File: src/design/hbv_pkg.sv
// ----------------------------------------------------------------------------
// hbv_pkg: shared types and constants of the block variance engine
// Field widths, register indexes, bit-depth mode codes and the payload
// structs that travel between the front end, the queues and the back end.
// ----------------------------------------------------------------------------
package hbv_pkg;

    localparam int SAMPLE_W  = 12;
    localparam int DIFF_W    = SAMPLE_W + 1;
    localparam int SQ_W      = 2 * SAMPLE_W;
    localparam int SSE_ACC_W = 37;
    localparam int SUM_W     = 25;
    localparam int SSE_OUT_W = 32;
    localparam int VAR_W     = 32;
    localparam int LOG2_W    = 3;
    localparam int SHIFT_W   = LOG2_W + 1;
    localparam int SSQ_W     = 2 * SUM_W - 1;

    localparam int MID_Q_DEPTH = 4;
    localparam int OUT_Q_DEPTH = 4;

    localparam int APB_AW = 4;
    localparam int APB_DW = 32;

    typedef enum logic [1:0] {
        REG_MODE     = 2'd0,
        REG_LOG2_WID = 2'd1,
        REG_LOG2_HGT = 2'd2
    } t_reg_idx;

    typedef enum logic [1:0] {
        MODE_8BIT  = 2'd0,
        MODE_10BIT = 2'd1,
        MODE_12BIT = 2'd2
    } t_mode;

    typedef struct packed {
        t_mode             mode;
        logic [LOG2_W-1:0] log2_wid;
        logic [LOG2_W-1:0] log2_hgt;
    } t_cfg;

    typedef struct packed {
        logic signed [DIFF_W-1:0] diff;
        logic [SQ_W-1:0]          sq;
        logic                     last;
    } t_item;

    typedef struct packed {
        logic [SSE_OUT_W-1:0]    sse;
        logic signed [SUM_W-1:0] sum;
        logic [VAR_W-1:0]        var_val;
    } t_result;

endpackage

File: src/design/hbv_fifo.sv
// ----------------------------------------------------------------------------
// hbv_fifo: small first-in first-out queue
// Register-based queue with registered storage and a combinational head.
// The producer must not push while full, the consumer must not pop while empty.
// ----------------------------------------------------------------------------
module hbv_fifo #(
    parameter int WIDTH = 8,
    parameter int DEPTH = 4
) (
    input  logic             i_clk,
    input  logic             i_rst_n,
    input  logic             i_push,
    input  logic [WIDTH-1:0] i_wdata,
    input  logic             i_pop,
    output logic [WIDTH-1:0] o_rdata,
    output logic             o_full,
    output logic             o_empty
);

    localparam int PTR_W = (DEPTH > 1) ? $clog2(DEPTH) : 1;
    localparam int CNT_W = $clog2(DEPTH + 1);

    logic [WIDTH-1:0] r_mem [DEPTH];
    logic [PTR_W-1:0] r_wr_ptr, n_wr_ptr;
    logic [PTR_W-1:0] r_rd_ptr, n_rd_ptr;
    logic [CNT_W-1:0] r_count, n_count;

    assign o_full  = (r_count == CNT_W'(DEPTH));
    assign o_empty = (r_count == '0);
    assign o_rdata = r_mem[r_rd_ptr];

    always_comb begin
        n_wr_ptr = r_wr_ptr;
        n_rd_ptr = r_rd_ptr;
        n_count  = r_count;
        if (i_push) begin
            n_wr_ptr = (r_wr_ptr == PTR_W'(DEPTH - 1)) ? '0 : r_wr_ptr + 1'b1;
        end
        if (i_pop) begin
            n_rd_ptr = (r_rd_ptr == PTR_W'(DEPTH - 1)) ? '0 : r_rd_ptr + 1'b1;
        end
        case ({i_push, i_pop})
            2'b10:   n_count = r_count + 1'b1;
            2'b01:   n_count = r_count - 1'b1;
            default: n_count = r_count;
        endcase
    end

    always_ff @(posedge i_clk) begin
        if (i_push) begin
            r_mem[r_wr_ptr] <= i_wdata;
        end
    end

    always_ff @(posedge i_clk) begin
        if (!i_rst_n) begin
            r_wr_ptr <= '0;
            r_rd_ptr <= '0;
            r_count  <= '0;
        end else begin
            r_wr_ptr <= n_wr_ptr;
            r_rd_ptr <= n_rd_ptr;
            r_count  <= n_count;
        end
    end

endmodule

File: src/design/hbv_regs.sv
// ----------------------------------------------------------------------------
// hbv_regs: configuration registers behind the APB-style port
// Holds the bit-depth mode and the block size exponents, with read-back.
// ----------------------------------------------------------------------------
module hbv_regs
    import hbv_pkg::*;
(
    input  logic              i_clk,
    input  logic              i_rst_n,
    input  logic              psel,
    input  logic              penable,
    input  logic              pwrite,
    input  logic [APB_AW-1:0] paddr,
    input  logic [APB_DW-1:0] pwdata,
    output logic [APB_DW-1:0] prdata,
    output logic              pready,
    output t_cfg              o_cfg
);

    t_mode             r_mode;
    logic [LOG2_W-1:0] r_log2_wid;
    logic [LOG2_W-1:0] r_log2_hgt;
    t_reg_idx          reg_idx;
    logic              wr_en;

    assign pready  = 1'b1;
    assign reg_idx = t_reg_idx'(paddr[3:2]);
    assign wr_en   = psel && penable && pwrite;

    always_ff @(posedge i_clk) begin
        if (!i_rst_n) begin
            r_mode     <= MODE_8BIT;
            r_log2_wid <= LOG2_W'(4);
            r_log2_hgt <= LOG2_W'(4);
        end else if (wr_en) begin
            case (reg_idx)
                REG_MODE:     r_mode     <= t_mode'(pwdata[1:0]);
                REG_LOG2_WID: r_log2_wid <= pwdata[LOG2_W-1:0];
                REG_LOG2_HGT: r_log2_hgt <= pwdata[LOG2_W-1:0];
                default: begin
                end
            endcase
        end
    end

    always_comb begin
        case (reg_idx)
            REG_MODE:     prdata = {{(APB_DW - 2){1'b0}}, r_mode};
            REG_LOG2_WID: prdata = {{(APB_DW - LOG2_W){1'b0}}, r_log2_wid};
            REG_LOG2_HGT: prdata = {{(APB_DW - LOG2_W){1'b0}}, r_log2_hgt};
            default:      prdata = '0;
        endcase
    end

    assign o_cfg.mode     = r_mode;
    assign o_cfg.log2_wid = r_log2_wid;
    assign o_cfg.log2_hgt = r_log2_hgt;

endmodule

File: src/design/hbv_front.sv
// ----------------------------------------------------------------------------
// hbv_front: sample pair intake
// Accepts one source/reference pair per beat, forms the difference and its
// square, and hands the resulting item to the middle queue.
// ----------------------------------------------------------------------------
module hbv_front
    import hbv_pkg::*;
(
    input  logic                i_clk,
    input  logic                i_rst_n,
    input  logic                i_push,
    output logic                o_full,
    input  logic [SAMPLE_W-1:0] i_src_sample,
    input  logic [SAMPLE_W-1:0] i_ref_sample,
    input  logic                i_last_sample,
    input  logic                i_q_full,
    output logic                o_q_push,
    output t_item               o_item
);

    logic                     r_vld;
    t_item                    r_item;
    logic                     load;
    logic signed [DIFF_W-1:0] diff;
    logic signed [SQ_W:0]     sq_full;

    // The staging register frees up whenever its item moves into the queue.
    assign o_q_push = r_vld && !i_q_full;
    assign o_full   = r_vld && i_q_full;
    assign load     = i_push && !o_full;

    assign diff    = $signed({1'b0, i_src_sample}) - $signed({1'b0, i_ref_sample});
    assign sq_full = diff * diff;

    always_ff @(posedge i_clk) begin
        if (!i_rst_n) begin
            r_vld <= 1'b0;
        end else if (load) begin
            r_vld <= 1'b1;
        end else if (o_q_push) begin
            r_vld <= 1'b0;
        end
    end

    always_ff @(posedge i_clk) begin
        if (load) begin
            r_item.diff <= diff;
            r_item.sq   <= sq_full[SQ_W-1:0];
            r_item.last <= i_last_sample;
        end
    end

    assign o_item = r_item;

endmodule

File: src/design/hbv_back.sv
// ----------------------------------------------------------------------------
// hbv_back: accumulation and block finish
// Pops items from the middle queue, accumulates sum and sse, and on the last
// pair runs rounding, squaring of the sum and the variance step.
// ----------------------------------------------------------------------------
module hbv_back
    import hbv_pkg::*;
(
    input  logic    i_clk,
    input  logic    i_rst_n,
    input  t_cfg    i_cfg,
    input  logic    i_mid_empty,
    input  t_item   i_item,
    output logic    o_mid_pop,
    input  logic    i_out_full,
    output logic    o_out_push,
    output t_result o_result
);

    logic                    adv;

    logic [SSE_ACC_W-1:0]    r_sse_acc;
    logic signed [SUM_W-1:0] r_sum_acc;
    logic [SSE_ACC_W-1:0]    sse_next;
    logic signed [SUM_W-1:0] sum_next;

    logic                    r_t_vld;
    logic [SSE_ACC_W-1:0]    r_t_sse;
    logic signed [SUM_W-1:0] r_t_sum;

    logic                    r_r_vld;
    logic [SSE_OUT_W-1:0]    r_r_sse;
    logic signed [SUM_W-1:0] r_r_sum;

    logic                    r_m_vld;
    logic [SSE_OUT_W-1:0]    r_m_sse;
    logic signed [SUM_W-1:0] r_m_sum;
    logic [SSQ_W-1:0]        r_m_sq;

    logic signed [SUM_W:0]   sum_ext;
    logic signed [SUM_W:0]   sum_rnd10;
    logic signed [SUM_W:0]   sum_rnd12;
    logic signed [SUM_W:0]   sum_sh10;
    logic signed [SUM_W:0]   sum_sh12;
    logic [SSE_ACC_W:0]      sse_rnd10;
    logic [SSE_ACC_W:0]      sse_rnd12;
    logic [SSE_OUT_W-1:0]    sse_round;
    logic signed [SUM_W-1:0] sum_round;

    logic signed [2*SUM_W-1:0] prod;

    logic [SHIFT_W-1:0]      shift;
    logic [SSQ_W-1:0]        ssq;
    logic [VAR_W-1:0]        var_val;

    // The whole back end holds while a finished result cannot enter the
    // output queue.
    assign adv        = !(r_m_vld && i_out_full);
    assign o_mid_pop  = !i_mid_empty && adv;
    assign o_out_push = r_m_vld && !i_out_full;

    assign sse_next = r_sse_acc + {{(SSE_ACC_W - SQ_W){1'b0}}, i_item.sq};
    assign sum_next = r_sum_acc + {{(SUM_W - DIFF_W){i_item.diff[DIFF_W-1]}}, i_item.diff};

    always_ff @(posedge i_clk) begin
        if (!i_rst_n) begin
            r_sse_acc <= '0;
            r_sum_acc <= '0;
            r_t_vld   <= 1'b0;
        end else if (adv) begin
            r_t_vld <= o_mid_pop && i_item.last;
            if (o_mid_pop) begin
                if (i_item.last) begin
                    r_sse_acc <= '0;
                    r_sum_acc <= '0;
                end else begin
                    r_sse_acc <= sse_next;
                    r_sum_acc <= sum_next;
                end
            end
        end
    end

    always_ff @(posedge i_clk) begin
        if (adv && o_mid_pop && i_item.last) begin
            r_t_sse <= sse_next;
            r_t_sum <= sum_next;
        end
    end

    // Rounding adds half of the divisor; the sum is shifted arithmetically,
    // so a negative sum rounds towards minus infinity.
    assign sum_ext   = {r_t_sum[SUM_W-1], r_t_sum};
    assign sum_rnd10 = sum_ext + (SUM_W + 1)'(2);
    assign sum_rnd12 = sum_ext + (SUM_W + 1)'(8);
    assign sum_sh10  = sum_rnd10 >>> 2;
    assign sum_sh12  = sum_rnd12 >>> 4;
    assign sse_rnd10 = {1'b0, r_t_sse} + (SSE_ACC_W + 1)'(8);
    assign sse_rnd12 = {1'b0, r_t_sse} + (SSE_ACC_W + 1)'(128);

    always_comb begin
        case (i_cfg.mode)
            MODE_8BIT: begin
                sse_round = r_t_sse[SSE_OUT_W-1:0];
                sum_round = r_t_sum;
            end
            MODE_10BIT: begin
                sse_round = sse_rnd10[SSE_OUT_W+3:4];
                sum_round = sum_sh10[SUM_W-1:0];
            end
            default: begin
                sse_round = {2'b00, sse_rnd12[SSE_ACC_W:8]};
                sum_round = sum_sh12[SUM_W-1:0];
            end
        endcase
    end

    assign prod = r_r_sum * r_r_sum;

    always_ff @(posedge i_clk) begin
        if (!i_rst_n) begin
            r_r_vld <= 1'b0;
            r_m_vld <= 1'b0;
        end else if (adv) begin
            r_r_vld <= r_t_vld;
            r_m_vld <= r_r_vld;
        end
    end

    always_ff @(posedge i_clk) begin
        if (adv) begin
            r_r_sse <= sse_round;
            r_r_sum <= sum_round;
            r_m_sse <= r_r_sse;
            r_m_sum <= r_r_sum;
            r_m_sq  <= prod[SSQ_W-1:0];
        end
    end

    assign shift = {1'b0, i_cfg.log2_wid} + {1'b0, i_cfg.log2_hgt};
    assign ssq   = r_m_sq >> shift;

    // In 8-bit mode the variance wraps; otherwise it is clamped at zero.
    always_comb begin
        case (i_cfg.mode)
            MODE_8BIT: var_val = r_m_sse - ssq[VAR_W-1:0];
            default: begin
                if (ssq <= {{(SSQ_W - SSE_OUT_W){1'b0}}, r_m_sse}) begin
                    var_val = r_m_sse - ssq[VAR_W-1:0];
                end else begin
                    var_val = '0;
                end
            end
        endcase
    end

    assign o_result.sse     = r_m_sse;
    assign o_result.sum     = r_m_sum;
    assign o_result.var_val = var_val;

    a_last_starts_finish: assert property (@(posedge i_clk) disable iff (!i_rst_n)
        (o_mid_pop && i_item.last) |=> r_t_vld)
        else $error("last pair did not start the finish pipeline");

    a_last_clears_acc: assert property (@(posedge i_clk) disable iff (!i_rst_n)
        (o_mid_pop && i_item.last) |=> (r_sse_acc == '0 && r_sum_acc == '0))
        else $error("accumulators not cleared after the last pair");

    a_stall_holds: assert property (@(posedge i_clk) disable iff (!i_rst_n)
        (!adv) |=> ($stable(r_m_vld) && $stable(r_m_sse) && $stable(r_m_sq)))
        else $error("finish pipeline moved while stalled");

    a_clamp_bound: assert property (@(posedge i_clk) disable iff (!i_rst_n)
        (r_m_vld && i_cfg.mode != MODE_8BIT) |-> (var_val <= r_m_sse))
        else $error("clamped variance exceeds sse");

endmodule

File: src/design/highbd_block_variance.sv
// Throughput: one sample pair per cycle while the back end is not stalled; a result per block,
// even for one-pair blocks. A result reaches the result ports once its last pair has passed
// the input register, the middle queue, the accumulator, two finish stages and the output queue.
// A full output queue stalls the back end; the middle queue and input register then fill.
// Reset is synchronous, active low: queues empty, accumulators zero, registers at defaults.
// ----------------------------------------------------------------------------
// highbd_block_variance: high bit-depth block variance and sse engine
// Front end stages sample pairs, a short queue decouples it from the back end,
// which accumulates and finishes each block into the output queue.
// ----------------------------------------------------------------------------
module highbd_block_variance
    import hbv_pkg::*;
#(
    parameter int MID_DEPTH = MID_Q_DEPTH,
    parameter int OUT_DEPTH = OUT_Q_DEPTH
) (
    input  logic                    i_clk,
    input  logic                    i_rst_n,
    input  logic                    push,
    output logic                    full,
    input  logic [SAMPLE_W-1:0]     i_src_sample,
    input  logic [SAMPLE_W-1:0]     i_ref_sample,
    input  logic                    i_last_sample,
    output logic                    empty,
    input  logic                    pop,
    output logic [SSE_OUT_W-1:0]    o_sse_out,
    output logic signed [SUM_W-1:0] o_sum_out,
    output logic [VAR_W-1:0]        o_variance_out,
    input  logic                    psel,
    input  logic                    penable,
    input  logic                    pwrite,
    input  logic [APB_AW-1:0]       paddr,
    input  logic [APB_DW-1:0]       pwdata,
    output logic [APB_DW-1:0]       prdata,
    output logic                    pready
);

    t_cfg    cfg;
    t_item   front_item;
    t_item   mid_item;
    t_result back_result;
    t_result out_result;
    logic    mid_push, mid_pop, mid_full, mid_empty;
    logic    out_push, out_full;
    logic [$bits(t_item)-1:0]   mid_rdata;
    logic [$bits(t_result)-1:0] out_rdata;

    hbv_regs u_regs (
        .i_clk   (i_clk),
        .i_rst_n (i_rst_n),
        .psel    (psel),
        .penable (penable),
        .pwrite  (pwrite),
        .paddr   (paddr),
        .pwdata  (pwdata),
        .prdata  (prdata),
        .pready  (pready),
        .o_cfg   (cfg)
    );

    hbv_front u_front (
        .i_clk         (i_clk),
        .i_rst_n       (i_rst_n),
        .i_push        (push),
        .o_full        (full),
        .i_src_sample  (i_src_sample),
        .i_ref_sample  (i_ref_sample),
        .i_last_sample (i_last_sample),
        .i_q_full      (mid_full),
        .o_q_push      (mid_push),
        .o_item        (front_item)
    );

    hbv_fifo #(
        .WIDTH ($bits(t_item)),
        .DEPTH (MID_DEPTH)
    ) u_mid_q (
        .i_clk   (i_clk),
        .i_rst_n (i_rst_n),
        .i_push  (mid_push),
        .i_wdata (front_item),
        .i_pop   (mid_pop),
        .o_rdata (mid_rdata),
        .o_full  (mid_full),
        .o_empty (mid_empty)
    );

    assign mid_item = t_item'(mid_rdata);

    hbv_back u_back (
        .i_clk       (i_clk),
        .i_rst_n     (i_rst_n),
        .i_cfg       (cfg),
        .i_mid_empty (mid_empty),
        .i_item      (mid_item),
        .o_mid_pop   (mid_pop),
        .i_out_full  (out_full),
        .o_out_push  (out_push),
        .o_result    (back_result)
    );

    hbv_fifo #(
        .WIDTH ($bits(t_result)),
        .DEPTH (OUT_DEPTH)
    ) u_out_q (
        .i_clk   (i_clk),
        .i_rst_n (i_rst_n),
        .i_push  (out_push),
        .i_wdata (back_result),
        .i_pop   (pop && !empty),
        .o_rdata (out_rdata),
        .o_full  (out_full),
        .o_empty (empty)
    );

    assign out_result     = t_result'(out_rdata);
    assign o_sse_out      = out_result.sse;
    assign o_sum_out      = out_result.sum;
    assign o_variance_out = out_result.var_val;

endmodule

File: config.mk
export PLATFORM = sky130hd
export DESIGN_NAME = highbd_block_variance
export DESIGN_NICKNAME = d
export VERILOG_FILES = /design/src/design/hbv_pkg.sv /design/src/design/hbv_fifo.sv /design/src/design/hbv_regs.sv /design/src/design/hbv_front.sv /design/src/design/hbv_back.sv /design/src/design/highbd_block_variance.sv
export SDC_FILE = /design/constraint.sdc
export NUM_CORES = 2
export LEC_CHECK = 0
export BUFFER_PORTS_ARGS = -buffer_cell sky130_fd_sc_hd__buf_4
export CAP_MARGIN = 20
export CORE_MARGIN = 5
export CORE_UTILIZATION = 41
export CTS_BUF_LIST = sky130_fd_sc_hd__clkbuf_4
export DETAILED_ROUTE_END_ITERATION = 12
export GPL_TIMING_DRIVEN = 0
export PLACE_DENSITY = 0.57
export SLEW_MARGIN = 30
export SYNTH_ARGS = -nofsm -noshare
export SYNTH_HDL_FRONTEND = slang
export SYNTH_SLANG_ARGS = --single-unit
export TNS_END_PERCENT = 20
File: constraint.sdc
create_clock -name i_clk -period 22.4 [get_ports i_clk]
set_clock_uncertainty 0.2 [all_clocks]
set_input_delay 4.48 -clock i_clk [delete_from_list [all_inputs] [get_ports i_clk]]
set_output_delay 4.48 -clock i_clk [all_outputs]
set_load 0.02 [all_outputs]
* Word level (Yosys, flattened, before mapping)
Memories as Yosys holds them, arrays and structs flattened. A register that Yosys moved wholly into a read port is not among the register bits.
Index checks and enable logic that the tools add are counted.
** Operators by class
- Add/subtract/negate cells :: 17
- Multipliers :: 2
- Magnitude comparators :: 1
- Equality and inequality tests :: 13
- Shift-type cells :: 1
- Mux-type cells :: 23
- Bitwise gates (word level) :: 1
- Reductions and logical operators :: 29
** Operators by type and width (count)
- two-way mux 32 bit :: 2
- case mux 32 bit (2 select lines) :: 1
- case mux 25 bit (2 select lines) :: 1
- <= comparator 49 x 32 -> 1 bit :: 1
- multiplier 25 x 25 -> 49 bit :: 1
- >> shifter 49 x 4 -> 49 bit :: 1
- adder 37 x 8 -> 38 bit (second input constant) :: 1
- adder 37 x 24 -> 37 bit :: 1
- two-way mux 37 bit :: 1
- adder 36 x 4 -> 36 bit (second input constant) :: 1
- subtractor 32 bit :: 1
- adder 25 x 3 -> 26 bit (second input constant) :: 1
- adder 25 x 5 -> 26 bit (second input constant) :: 1
- adder 25 bit :: 1
- two-way mux 25 bit :: 1
- multiplier 13 x 13 -> 24 bit :: 1
- two-way mux 2 bit :: 8
- == test 2 bit (second input constant) :: 7
- subtractor 12 x 12 -> 13 bit :: 1
- logical AND 1 bit :: 12
- case mux 3 bit (2 select lines) :: 2
- case mux 3 bit (3 select lines) :: 1
- adder 2 x 1 -> 2 bit (second input constant) :: 4
- == test 2 x 1 -> 1 bit (second input constant) :: 4
- other kinds (11) :: 31
** Storage, ports and cells
- Flip-flop bits (word level) :: 351
- RAM bits :: 508
- Input port bits :: 68
- Output and inout bits :: 124
- Word-level logic and storage cells :: 114
- Memories kept :: 2
** Memories
- u_out_q.r_mem :: depth 4, width 89, rd ports 1, clocked after memory_dff 1, write ports 1, RTL line hbv_fifo.sv:23 : logic [WIDTH-1:0] r_mem [DEPTH];
- u_mid_q.r_mem :: depth 4, width 38, rd ports 1, clocked after memory_dff 1, write ports 1, RTL line hbv_fifo.sv:23

* Logic depth before layout (Yosys ltp)
- Depth after elaboration :: 6
- Mapped depth :: 34
- Depth with buffers taken out :: 33

* Hierarchy
From an unflattened synthesis, not the netlist that was laid out.
** Second synthesis, totals
- Cells, all modules :: 5729
- Area, all modules :: 66401.2 µm²
** By module, submodules not included
- hbv_back :: times used 1, cells an instance 4188, area an instance 39521.7 µm², seq. area each 7997.7 µm²
- hbv_fifo (u_out_q) :: times used 1, cells an instance 512, area an instance 13281.5 µm², seq. area each 10870.4 µm²
- hbv_front :: times used 1, cells an instance 709, area an instance 6985.4 µm², seq. area each 1101.1 µm²
- hbv_fifo (u_mid_q) :: times used 1, cells an instance 245, area an instance 5962.0 µm², seq. area each 4744.6 µm²
- hbv_regs :: times used 1, cells an instance 74, area an instance 636.9 µm², seq. area each 160.2 µm²
- highbd_block_variance :: times used 1, cells an instance 1, area an instance 13.8 µm², seq. area each 0.0 µm²

* Worst setup path after synthesis
Ideal clock, no wire load.
- Path type :: input port to flip-flop
- Start :: input port i_ref_sample[1]
- End :: register u_front.r_item, in the netlist u_front.o_item[24] (data pin)
- Arrival time :: 11893 ps
- Required time :: 21941 ps
- Slack :: 10048 ps
- Stages on the path :: 29
- Buffers on the path :: 0
- Cell sequence :: inv_1 -> ha_1 -> a21o_1 -> a21o_1 -> a21o_1 -> a31o_2 -> a41o_1 -> o41a_1 -> xor2_1 -> nand2_1 -> xor2_1 -> ha_1 -> inv_1 -> fa_1 -> inv_1 -> fa_1 -> fa_1 -> fa_1 -> inv_1 -> fa_1 -> inv_1 -> ha_1 -> o41ai_2 -> o211ai_1 -> o41a_1 -> and4_1 -> a2111oi_4 -> a21oi_1 -> xnor2_1
** Between the ends
- Cells in the longest elaborated chain, start to end :: 2
** RTL lines
- start, declared :: RTL line highbd_block_variance.sv:22 : input logic [SAMPLE_W-1:0] i_ref_sample,
- subtractor 12 x 12 -> 13 bit :: RTL line hbv_front.sv:32 : assign diff = $signed({1'b0, i_src_sample}) - $signed({1'b0, i_ref_sample});
- via u_front.diff[11] :: RTL line hbv_front.sv:24 : logic signed [DIFF_W-1:0] diff;
- multiplier 13 x 13 -> 24 bit :: RTL line hbv_front.sv:33 : assign sq_full = diff * diff;
- via u_front.sq_full[23] :: RTL line hbv_front.sv:25 : logic signed [SQ_W:0] sq_full;
- end, declared :: RTL line hbv_front.sv:22 : t_item r_item;
The timed path passes the listed nets, and every way through them passes these cells.
A chain may end at the register's enable or synchronous reset.

* Worst setup path after layout
Ends and elaborated chain as after synthesis.

==> flow_metrics.env <==
export IMPL_status="complete, no violations"
export IMPL_max_cap_violations=0
export IMPL_hold_ws_ns=0.210
export IMPL_overflow=0
export IMPL_clk_pin_slew_worst_paths_ns=0.07
export IMPL_rsz0062_at_grt="no"
export IMPL_synthCells=5585
export IMPL_tightest_slew_ns=1.09
export IMPL_cts_resized_gates=0
export IMPL_critPathKind="in2reg"
export IMPL_synth_enable_flop_cells=759
export IMPL_cts_root_buf="clkbuf_4"
export IMPL_max_freq_mhz=80.0
export IMPL_start_util_pct=41.1
export IMPL_drt_pass1_iter_count=7
export IMPL_vias=42200
export IMPL_syn_to_final_growth_pct=10.6
export IMPL_num_rows=146
export IMPL_hold_class="reg2reg"
export IMPL_slew_violations=0
export IMPL_cts_setup_buffers=0
export IMPL_critPathCaptureType="flop"
export IMPL_cts_tree="built"
export IMPL_crit_start="i_ref_sample[1]"
export IMPL_via_per_inst=5.14
export IMPL_hold_viol_final=0
export IMPL_htreeDepth=4
export IMPL_fillCellCount=14700
export IMPL_drtIter0Drc=2729
export IMPL_drc=0
export IMPL_crit_fanout=10
export IMPL_slowest_delay_ns=0.61
export IMPL_cts_buffers=212
export IMPL_io_pins=192
export IMPL_relSlewSlack_pct=27.0
export IMPL_synth_area_top_cells="edfxtp_1 (35%), fa_1 (23%), ha_1 (6.9%)"
export IMPL_synth_seq_cells=851
export IMPL_worst_path_max_delay_cell="clkinv_1"
export IMPL_synth_cell_types=91
export IMPL_fin_crit_ns=12.50
export IMPL_r2r_start="u_back.r_r_sum[13]"
export IMPL_setup_viol=0
export IMPL_core_sq_um=158000
export IMPL_arrival_ns=13.10
export IMPL_io_buffers=129
export IMPL_antenna_found_initial=13
export IMPL_clock_latency_ns=1.11
export IMPL_die_h_microns=408
export IMPL_crit_path_start_kind="input port"
export IMPL_seq_area_frac_synth_pct=37.9
export IMPL_grt_pass1_wl_microns=254000
export IMPL_syn_area_sq_um=65000
export IMPL_cts_hold_buf=0
export IMPL_route_detailed_wl_per_inst_microns=20.0
export IMPL_fin_crit_sh_pct=55.8
export IMPL_place_detailed_hpwl_microns=128000
export IMPL_grt_util_all_layers_pct=19.7
export IMPL_yosysTopAreaCellShare_pct=35.1
export IMPL_drive_above_1_share_pct=11.9
export IMPL_required_ns=23.00
export IMPL_synth_ff_type="edfxtp_1"
export IMPL_routabilityCongestion=0.900
export IMPL_synth_commonest_cells="inv_1 (1000), edfxtp_1 (759), fa_1 (736)"
export IMPL_final_antenna_net_count=0
export IMPL_nets=7138
export IMPL_grt_pass1_vias=43700
export IMPL_die_x_microns=408
export IMPL_grt_max_degree=96
export IMPL_clock_sinks=851
export IMPL_routed_wl_microns=164000
export IMPL_hold_start="u_back.r_r_sse[11]"
export IMPL_regArea_sq_um=24600
export IMPL_yosysTopAreaCell="edfxtp_1"
export IMPL_final_setup_tns_ns=0
export IMPL_fp_dieArea_sq_um=167000
export IMPL_cts_buffer_depth=3
export IMPL_synth_most_common_cell="inv_1"
export IMPL_yosysWarnings=0
export IMPL_async_flop_share_pct=0
export IMPL_synth_avg_cell_area_sq_um=11.6
export IMPL_multi_input_area_sq_um=35800
==> metal layers <==
metal  part of all wire, %  routed length (microns)  GRT usage, %  vias to the layer above
met5                0.0061                       10             0                        -
li1                      -                        -             -                    19500
met4                   3.0                     4890          6.31                        2
met2                    48                    78000          32.2                     1272
met3                   6.6                    10700          3.92                      262
met1                    43                    70200          26.5                    21200
==> final timing paths <==
| path | to | slack, ns | cells past startpoint |
|---|---|---|---|
| max | u_front.o_item[24] | 9.90 | 31 |
| min | u_back.r_m_sse[11] | 0.21 | 0 |
| max reg2reg | u_back.r_m_sq[44] | 12.66 | 23 |
| min reg2reg | u_back.r_m_sse[11] | 0.21 | 0 |
==> placed cells by master (no fill, tap or decap), types with 10 or more instances in the layout <==
cell type  count
inv_1        999
edfxtp_1     759
fa_1         736
nand2_1      471
ha_1         358
nor2_1       323
clkbuf_4     294
a21oi_1      216
xnor2_1      170
clkbuf_1     164
buf_4        159
mux4_2       141
o21ai_0      125
and2_1       115
xor2_1        96
dfxtp_1       92
nand3_1       81
a21o_1        71
clkinv_1      51
mux2i_1       46
o21a_1        44
nor2b_1       41
and3_1        38
nor3_1        38
a22oi_1       34
conb_1        31
a211oi_1      29
a31oi_1       28
nand4_1       27
nand2b_1      23
o21bai_1      22
a22o_1        18
or3_1         17
clkbuf_2      15
buf_1         14
mux2_2        14
o211ai_1      12
clkinv_2      11
buf_16        11
or2_2         10
==> state kept, by name, indices dropped and copies added, names as in the netlist, 3 cells and up, named ones only <==
name and flops:
u_back.r_m_sq 48, u_back.r_m_sse 32, u_back.r_m_sum 24, u_back.r_r_sse 32, u_back.r_r_sum 25, u_back.r_sse_acc 37, u_back.r_sum_acc 25, u_back.r_t_sse 37
u_back.r_t_sum 25, u_front.o_item 36, u_mid_q.r_count 3, u_mid_q.r_mem 144, u_out_q.r_count 3, u_out_q.r_mem 356, u_regs.r_log2_hgt 3, u_regs.r_log2_wid 3
==> per-stage QoR <==
stage | instances | area [sq um] | worst slack, ns | utilization, %
after detailed placement | 7833 | 69100 | 8.66 | 43.8
after global placement | 7815 | 68600 | 8.57 | 43.4
after CTS | 8199 | 71800 | 9.89 | 45.4
final | 8209 | 71800 | 9.90 | 45.5
after floorplan | 5614 | 65100 | 10.05 | -
after global routing | 8207 | 71800 | 9.63 | 45.5
==> worst max-delay path, delay by kind of cell <==
kind	cells	cell delay [ns]
xor+xnor	3	0.92
compound gates	10	2.66
simple gates	3	0.68
buf+inv	7	1.01
fa+ha+maj	8	3.33
==> cell families (layout without fill, tap and decap cells) <==
group,after synthesis,count (layout),share of synthesized area (%)
other,2,40,0.0116
xor gates and xnor gates,271,271,3.65
adders and majority gates,1094,1094,29.6
buffers and inverters,1238,1752,7.35
and+or+nand+nor,1227,1227,8.63
muxes,201,201,5.84
DFF,851,851,37.9
AOI/OAI and AO/OA,701,701,7.02
==> cell type report <==
class                   instances  area share (%)
inverters                    1006            5.27
clock buffers                 294            3.07
clock inverters                72           0.592
diodes                          9          0.0313
plain buffers                 232            1.41
flip-flops and latches        851            34.3
multi-input cells            3525            49.8
repair buffers                148            1.96
well taps                    2072            3.61
Power is not shown: default switching activity piles up to over one toggle a cycle in this logic, so the estimate is an artifact.
